## config.mk

```make
export PLATFORM = sky130hd
export DESIGN_NAME = ppi_ctrl
export DESIGN_NICKNAME = d
export VERILOG_FILES = /design/src/hw/rtl/ppi_pkg.sv /design/src/hw/rtl/ppi_ctrl.sv
export SDC_FILE = /design/constraint.sdc
export NUM_CORES = 1
export LEC_CHECK = 0
export BUFFER_PORTS_ARGS = -buffer_cell sky130_fd_sc_hd__clkbuf_2
export CAP_MARGIN = 10
export CORE_AREA = 2 2 39 41
export DETAILED_ROUTE_END_ITERATION = 8
export DIE_AREA = 0 0 41 43
export GPL_ROUTABILITY_DRIVEN = 0
export HOLD_SLACK_MARGIN = 0.03
export PLACE_DENSITY = 0.5
export SLEW_MARGIN = 40
export SYNTH_ARGS = -nofsm -noshare
export SYNTH_HDL_FRONTEND = slang
export SYNTH_SLANG_ARGS = --single-unit
```

## constraint.sdc

```tcl
create_clock -name clock -period 1.82 [get_ports clock]
set_input_delay 0.364 -clock clock [delete_from_list [all_inputs] [get_ports clock]]
set_output_delay 0.364 -clock clock [all_outputs]
set_load 0.02 [all_outputs]
```

## src/hw/rtl/ppi_pkg.sv

```systemverilog
`timescale 1ns / 1ps
// ----------------------------------------------------------------------------
// ppi_pkg
// Shared types and constants for the particle pool integrator.
// ----------------------------------------------------------------------------
package ppi_pkg;

   localparam int PoolSize  = 64;
   localparam int SlotW     = 6;
   localparam int QW        = 24;
   localparam int CornerW   = 26;
   localparam int RadiusW   = 16;
   localparam int LifeW     = 10;
   localparam int AlphaW    = 8;
   localparam int CsrAddrW  = 4;

   localparam logic [AlphaW-1:0] AlphaFull = 8'd255;

   localparam logic [1:0] RegForce   = 2'd0;
   localparam logic [1:0] RegWindX   = 2'd1;
   localparam logic [1:0] RegWindY   = 2'd2;
   localparam logic [1:0] RegGravity = 2'd3;

   typedef enum logic [2:0] {
      ST_IDLE,
      ST_SEARCH,
      ST_DIVIDE,
      ST_WRITE,
      ST_READ,
      ST_UPDATE
   } state_type;

   // controller to datapath
   typedef struct packed {
      logic             latch_req;   // capture request fields
      logic             clr_slot;    // slot counter to zero
      logic             inc_slot;
      logic             div_start;
      logic             div_step;
      logic             spawn_write;
      logic             mem_read;    // read slot into stage
      logic             upd_write;   // write back updated slot, maybe emit
   } cmd_type;

   // datapath to controller
   typedef struct packed {
      logic             kind;
      logic             slot_used;   // in_use of current slot
      logic             slot_end;    // current slot is the final one
      logic             div_done;
   } stat_type;

   function automatic logic [QW-1:0] sat_add(input logic [QW-1:0] a,
                                              input logic [QW-1:0] b);
      logic [QW:0] s;
      s = {a[QW-1], a} + {b[QW-1], b};
      if (s[QW] != s[QW-1])
         sat_add = s[QW] ? {1'b1, {(QW-1){1'b0}}} : {1'b0, {(QW-1){1'b1}}};
      else
         sat_add = s[QW-1:0];
   endfunction

endpackage

```

## src/hw/rtl/ppi_ctrl.sv

```systemverilog
`timescale 1ns / 1ps
// ----------------------------------------------------------------------------
// ppi_ctrl
// Sequencer: spawn search and fade divide, tick slot sweep.
// ----------------------------------------------------------------------------
module ppi_ctrl (
   input  logic              clock,
   input  logic              reset,
   input  logic              start,
   output logic              busy,
   input  ppi_pkg::stat_type stat,
   output ppi_pkg::cmd_type  cmd
);
   import ppi_pkg::*;

   state_type state_ff, state_in;

   always_ff @(posedge clock) begin
      if (reset) state_ff <= ST_IDLE;
      else       state_ff <= state_in;
   end

   always_comb begin
      state_in = state_ff;
      cmd      = '0;
      busy     = (state_ff != ST_IDLE);
      case (state_ff)
         ST_IDLE: begin
            if (start) begin
               cmd.latch_req = 1'b1;
               cmd.clr_slot  = 1'b1;
               state_in      = ST_SEARCH;
            end
         end
         ST_SEARCH: begin
            if (stat.kind) begin
               if (!stat.slot_used) begin
                  cmd.div_start = 1'b1;
                  state_in      = ST_DIVIDE;
               end else if (stat.slot_end) begin
                  state_in = ST_IDLE;
               end else begin
                  cmd.inc_slot = 1'b1;
               end
            end else begin
               state_in = ST_READ;
            end
         end
         ST_DIVIDE: begin
            cmd.div_step = 1'b1;
            if (stat.div_done) state_in = ST_WRITE;
         end
         ST_WRITE: begin
            cmd.spawn_write = 1'b1;
            state_in        = ST_IDLE;
         end
         ST_READ: begin
            cmd.mem_read = 1'b1;
            state_in     = ST_UPDATE;
         end
         ST_UPDATE: begin
            cmd.upd_write = 1'b1;
            if (stat.slot_end) begin
               state_in = ST_IDLE;
            end else begin
               cmd.inc_slot = 1'b1;
               state_in     = ST_READ;
            end
         end
         default: state_in = ST_IDLE;
      endcase
   end

   a_write_from_divide: assert property (@(posedge clock) disable iff (reset)
      cmd.spawn_write |-> $past(state_ff) == ST_DIVIDE)
      else $error("spawn write without divide");
   a_update_after_read: assert property (@(posedge clock) disable iff (reset)
      state_ff == ST_UPDATE |-> $past(state_ff) == ST_READ)
      else $error("update without read");
   a_idle_not_busy: assert property (@(posedge clock) disable iff (reset)
      busy == (state_ff != ST_IDLE))
      else $error("busy mismatch");

endmodule

```

==> results.md, run 1 <==
* DR pass1 iterations at 2
* Die Y-Extent at 43 µm
* Setup WS pre-CTS at 0.3560 ns
* Largest Register: state_ff
* Area Overhead vs Synth at 44.09%
* CP Data Arrival Time at 1.33 ns
* Worst Path Required at 1.46 ns
* Post-CTS Resized at 0
* Fillers at 156
* Pwr Density at 840.6 nW/µm²
* Post-synthesis simple-gate area fraction at 42.47%
* Worst setup path endpoint: cmd[7]
* Most frequent cells in the layout: 15 x clkbuf_2, 4 x nor3_1
* Clock root buffer: clkbuf_4
* Setup_tns at 0 ns
* Worst hold path class: input port to flop
* DRT iter0 DRCs at 1
* Largest family of logic cells by synthesized area: simple AND/OR/NAND/NOR gates
* Warnings from Yosys at 0
* Post-Synth XOR/XNOR Area at 0%
* Final-report hold violation count at 0
* Fraction of final layout cells with drive strength greater than 1 at 47.83%
* IO Count at 16
* CORE AREA at 1384 µm²
* Sink Count at 3
* Finished Cell Area at 335.3 µm²
* Synthesized instance count at 29
* VDD IR-drop max at 0.2881 mV
* DIE WIDTH at 41 µm
* CP startpoint kind: flop
* Post-DP Area at 309.0 µm²
* Worst r2r src: state_ff[0]
* Vias in the first global route at 220
* All-Layer GR Usage at 7.823%
* Synth Cell Area at 232.7 µm²
* R2R Path End: state_ff[1]
* Crit path kind: flop to primary output
* Final setup viols at 0
* F_max at 591.2 MHz
* Mapped Nets at 36
* H-tree depth at 1
* Diode count at 0
* Main area contributors after synthesis: dfxtp_1 26%, nand2b_4 12%, nor3_1 8.6%
* Crit path time final at 1.692 ns
* Routed Antenna Nets at 0
* Commonest non-fill, non-tap cell in the layout: clkbuf_2
* First-pass GRT wire length at 883 µm
* Worst skew pair latency at 0.23 ns
* Drt wl/cell at 8.823 µm
* Post-CTS Setup Inserts at 0
* Max Cap Viol at 0
* Post-synthesis mux area share at 0%
* Unique masters post-synth at 17
* Tightest Pin Transition at 0.3311 ns
* IO buf count at 15
* CP Max Fanout at 9
* Layout Skew at 0.0004392 ns
* Max_slew headroom at 77.72%
* Clk pin slew, worst setup/hold paths at 0.04 ns
* Final worst slack at 0.1284 ns
* Clock Path Buffers at 2
* Sequential element share of the synthesized area at 25.81%
* Outcome: finished clean
* Max reg flops at 3
* Largest net degree at the start of global routing at 10
* Hold-fix buffers, CTS at 0
* Starting Density at 16.82%
* Via/cell ratio at 4.129
* CTS tree: done
* Synth Area per Inst at 8.025 µm²
* Fin nets at 54
* Die area at 1763 µm²
* Synth Area in Adders at 0%
* TritonCTS Buffers at 3
* Synthesis-stage register bit count at 3
* Top-area cell type share of the netlist area at 25.81%
* Routed WL at 547 µm
* Max Slew Vio Count at 0
* Tcrit/Tclk final at 92.94%
* Biggest registers after layout: state_ff: 3 flops
* Worst r2r path cells at 3
* Launch point of the worst path: state_ff[0]
* Final HPWL DP at 460.2 µm
* Initial antenna violation count at 0
* DRC violations left at 0
* RSZ-0062 raised after global routing: false
* Lkg Pwr at 0.1642 nW
* GRT Residual Overflow at 0
* FP Rows at 14
* Via count at 256
* Critical Path End Type: primary output
* Reg2reg setup slack at 0.73 ns
* Yosys top cell by area: dfxtp_1
* Compound-Gate Fraction of Synth Area at 18.82%
[cell families (layout without fill, tap and decap cells)]
kind of cell,Yosys count,count (layout)
simple gates,16,16
flops,3,3
buf+inv,5,22
compound gates,5,5
[where the power goes]
part	internal (mW)	switching, mW
clock network	0.0820	0.0318
logic	0.0363	0.0476
registers	0.0718	0.0124
[synth_stat cells]
cell,count
and2_1,1
or3_1,1
dfxtp_1,3
o21ba_2,1
a21oi_1,2
and3_1,1
buf_6,1
o31a_1,1
buf_4,1
nor3b_1,1
inv_1,3
nand2b_4,2
nor4_1,1
nand2_1,2
nor2_1,3
a2111oi_2,1
nor3_1,4
[through the flow]
stage / hold WS [ns] / utilization [%] / power, mW / cells
4_1_cts: 0.3363 / 24.23 / 0.2896 / 62
5_1_grt: 0.3475 / 24.23 / 0.3094 / 62
2_1_floorplan: 0.4400 / - / 0.1501 / 29
3_5_place_dp: 0.5808 / 22.33 / 0.1705 / 58
3_3_place_gp: 0.5775 / 22.33 / 0.1703 / 58
6_report: 0.3423 / 24.23 / 0.2819 / 62
[critical path: stages (launching register included)]
cell,delay (ns)
dfxtp_1,0.39
or3_1,0.40
nor2_1,0.13
clkbuf_2,0.18
[final cells by class]
class,instances,area (µm²),area share (%)
multi-input cells,21,142.6,42.54
repair buffers,15,75.07,22.39
clock buffers,4,26.28,7.836
inverters,3,11.26,3.358
flip-flops and latches,3,60.06,17.91
well taps,16,20.02,5.970
[layer usage]
layer / GRT usage [%] / up-vias / wire length (µm)
li1: - / 136 / -
met1: 9.936 / 109 / 251
met2: 9.063 / 11 / 243
met3: 4.712 / 0 / 52
met4: 6.000 / 0 / 0
met5: 0 / - / 0
[worst min path at each step]
stage,start,to,slack (ns),cells past startpoint
3_3_place_gp,reset,state_ff[0],0.58,2
6_report,reset,state_ff[0],0.34,2
4_1_cts,reset,state_ff[0],0.34,2
3_5_place_dp,reset,state_ff[0],0.58,2
5_1_grt,reset,state_ff[0],0.35,2
2_1_floorplan,reset,state_ff[0],0.44,1
Power figures use the tool's default switching activity.
==> run 2: changes to the inputs <==
Settings changed: ABC_AREA set to 1.
==> run 2 against run 1 <==
  * Register-to-register slack gained 0.10 ns
  * Clock skew rose by 0.0047 ns
  * Setup slack better by 0.15 ns
  * Synthesized area unchanged
  * Highest routed layer unchanged
==> results.md, run 2 <==
* FFs w/ async S/R, synth at 0% (unchanged)
* Yosys top cell by area: dfxtp_1
* Ys flop type: dfxtp_1
* Max reg flops at 3 (unchanged)
* Unique masters post-synth at 11 (-6)
* Die Y-Extent at 43 µm (unchanged)
* Crit path time final at 1.539 ns (-0.1527 ns)
* Final setup viols at 0 (unchanged)
* FP Rows at 14 (unchanged)
* Drt wl/cell at 7.169 µm (-19%)
* Worst Hold End: state_ff[1]
* Buf+Inv Stages, Crit Path at 4 (+3)
* All-Layer GR Usage at 8.534% (+0.71 points)
* DIE WIDTH at 41 µm (unchanged)
* Worst Path Required at 1.46 ns (about the same)
* Synth Area per Inst at 5.412 µm² (-33%)
* Synthesis-stage register bit count at 3 (unchanged)
* Post-Layout Cell Count at 77 (+24%)
* Layout Skew at 0.005131 ns (+0.004691 ns)
* CORE AREA at 1384 µm² (unchanged)
* Clk pin slew, worst setup/hold paths at 0.04 ns (about the same)
* Sequential element share of the synthesized area at 25.81% (unchanged)
* EDFF count, synth at 0 (unchanged)
* CP top delay family: flip-flops
* Max Slew Vio Count at 0 (unchanged)
* Lkg Pwr at 0.2315 nW (+41%)
* Max_slew headroom at 87.46% (+9.7 points)
* Hold Startpoint: reset
* Routed wl met3 at 43 µm (-17%)
* Routed WL at 552 µm (+0.91%)
* CP startpoint kind: flop
* Crit path kind: flop to primary output
* Most frequent cells after synthesis: 13 x inv_1, 7 x nand2_1, 6 x nand3_1, 6 x nor2_1, 3 x dfxtp_1
* Pint at 0.1875 mW (-1.4%)
* NetSw at 0.1060 mW (+15%)
* Post-CTS Setup Inserts at 0 (unchanged)
* Via count at 299 (+17%)
* Sequential power share at 27.6% (-2.3 points)
* DRT iter0 DRCs at 5 (+4)
* DR pass1 iterations at 2 (unchanged)
* Setup_tns at 0 ns (unchanged)
* Die area at 1763 µm² (unchanged)
* Final hold slack at 0.2988 ns (-0.04354 ns)
* H-tree depth at 1 (unchanged)
* Commonest non-fill, non-tap cell in the layout: clkbuf_2
* Synth Cell Area at 232.7 µm² (unchanged)
* WHS Path Cells at 2 (unchanged)
* Count leader, synth: inv_1
* Tcrit/Tclk final at 84.55% (-8.4 points)
* Via/cell ratio at 3.883 (-6.0%)
* Warnings from Yosys at 0 (unchanged)
* Final-report hold violation count at 0 (unchanged)
* VDD IR-drop max at 0.2027 mV (-30%)
* Wire length on met1 at 247 µm (-1.6%)
* Max Cap Viol at 0 (unchanged)
* Worst r2r src: state_ff[2]
* Tightest Pin Transition at 0.1867 ns (-0.1444 ns)
* Fin nets at 69 (+28%)
* Clock Path Buffers at 2 (unchanged)
* Diode count at 0 (unchanged)
* Post-CTS Resized at 0 (unchanged)
* Main area contributors after synthesis: dfxtp_1 26%, inv_1 21%, nand3_1 13%
* Layout Utilization at 25.05% (+0.81 points)
* Most frequent cells in the layout: 15 x clkbuf_2, 13 x inv_1, 7 x nand2_1, 6 x nand3_1, 6 x nor2_1
* Top-area cell type share of the netlist area at 25.81% (unchanged)
* Hold-fix buffers, CTS at 0 (unchanged)
* Synthesized instance count at 43 (+48%)
* Detail Route met2 WL at 261 µm (+7.4%)
* Most frequent CP cell: inv_1
* Mapped Nets at 50 (+39%)
* IO Count at 16 (unchanged)
* Worst skew pair latency at 0.23 ns (about the same)
* R2R Path End: state_ff[2]
* F_max at 649.8 MHz (+9.9%)
* TritonCTS Buffers at 3 (unchanged)
* Clock root buffer: clkbuf_4
* Highest routed layer: met3
* Vias in the first global route at 281 (+28%)
* CTS tree: done
* Routed Antenna Nets at 0 (unchanged)
* IO buf count at 15 (unchanged)
* Logic pwr share at 32.3% (+2.6 points)
* DRC violations left at 0 (unchanged)
* Worst r2r path cells at 7 (+4)
* Clock network fraction of design power at 40.1% (-0.3 points)
* First-pass GRT wire length at 986 µm (+12%)
* Largest Register: state_ff
* Worst hold path class: input port to flop
* Max incr delay on CP at 0.39 ns (about the same)
* RSZ-0062 raised after global routing: false
* Biggest registers after layout: state_ff: 3 flops
* CP Max Fanout at 5 (-4)
* Initial antenna violation count at 0 (unchanged)
* Cells along the critical path: inv_1 -> nand3_1 -> inv_1 -> nand2_1 -> inv_1 -> clkbuf_2
* Sink Count at 3 (unchanged)
* Placed Cells at 73 (+26%)
* Pwr Density at 846.8 nW/µm² (+0.73%)
* Final HPWL DP at 476 µm (+3.4%)
* Fraction of final layout cells with drive strength greater than 1 at 31.15% (-17 points)
* Critical Path End Type: primary output
* CP Data Arrival Time at 1.17 ns (-0.16 ns)
* Starting Density at 16.82% (unchanged)
* Largest net degree at the start of global routing at 6 (-4)
* GRT Residual Overflow at 0 (unchanged)
* Area Overhead vs Synth at 48.92%
* Reg2reg setup slack at 0.83 ns (+0.10 ns)
* Slowest-stage cell, CP: dfxtp_1
* Outcome: finished clean
* Switching share of power at 36.12% (+3.6 points)
[run 2: routing by layer]
layer / global-route usage, % / vias to the layer above
met2: 12.50 / 9
met5: 0 / -
met3: 6.283 / 0
li1: - / 165
met1: 8.682 / 125
met4: 4.000 / 0
[run 2: metrics by stage]
stage / setup slack, ns / power, mW / area (µm²)
global placement: 0.5036 / 0.1786 / 320.3
finish: 0.2811 / 0.2935 / 346.6
detailed placement: 0.5117 / 0.1782 / 320.3
CTS: 0.2634 / 0.2993 / 346.6
global route: 0.1127 / 0.3215 / 346.6
floorplan: 0.2255 / 0.1510 / 232.7
[run 2: power groups by stage]
stage               combinational, mW  sequential [mW]  clock [mW]
finish                         0.0947           0.0811       0.118
global route                    0.109           0.0831       0.129
CTS                            0.0963           0.0812       0.122
detailed placement             0.0960           0.0823           0
global placement               0.0965           0.0821           0
floorplan                      0.0704           0.0806           0
[run 2: worst max-delay path by stage]
stage / startpoint / end / slack, ns / cells after the start
4_1_cts: state_ff[2] / cmd[4] / 0.26 / 6
3_3_place_gp: stat[1] / cmd[5] / 0.50 / 5
3_5_place_dp: stat[1] / cmd[5] / 0.51 / 5
5_1_grt: state_ff[1] / cmd[4] / 0.11 / 6
6_report: state_ff[2] / cmd[4] / 0.28 / 6
2_1_floorplan: state_ff[0] / cmd[7] / 0.23 / 4
[run 2: final cells by class]
| class | instances | area, µm² |
|---|---|---|
| Clock buffer | 4 | 26.28 |
| Fill cell | 171 | 1037 |
| Inverter | 13 | 48.80 |
| Multi-Input combinational cell | 26 | 116.4 |
| Sequential cell | 3 | 60.06 |
| Tap cell | 16 | 20.02 |
| Timing Repair Buffer | 15 | 75.07 |
[run 2: cell families (layout without fill, tap and decap cells)]
group	after synthesis	count (layout)	synth area share (%)
DFF	3	3	25.81
and+or+nand+nor	23	23	43.55
buffers and inverters	14	32	24.20
AOI/OAI and AO/OA	3	3	6.450
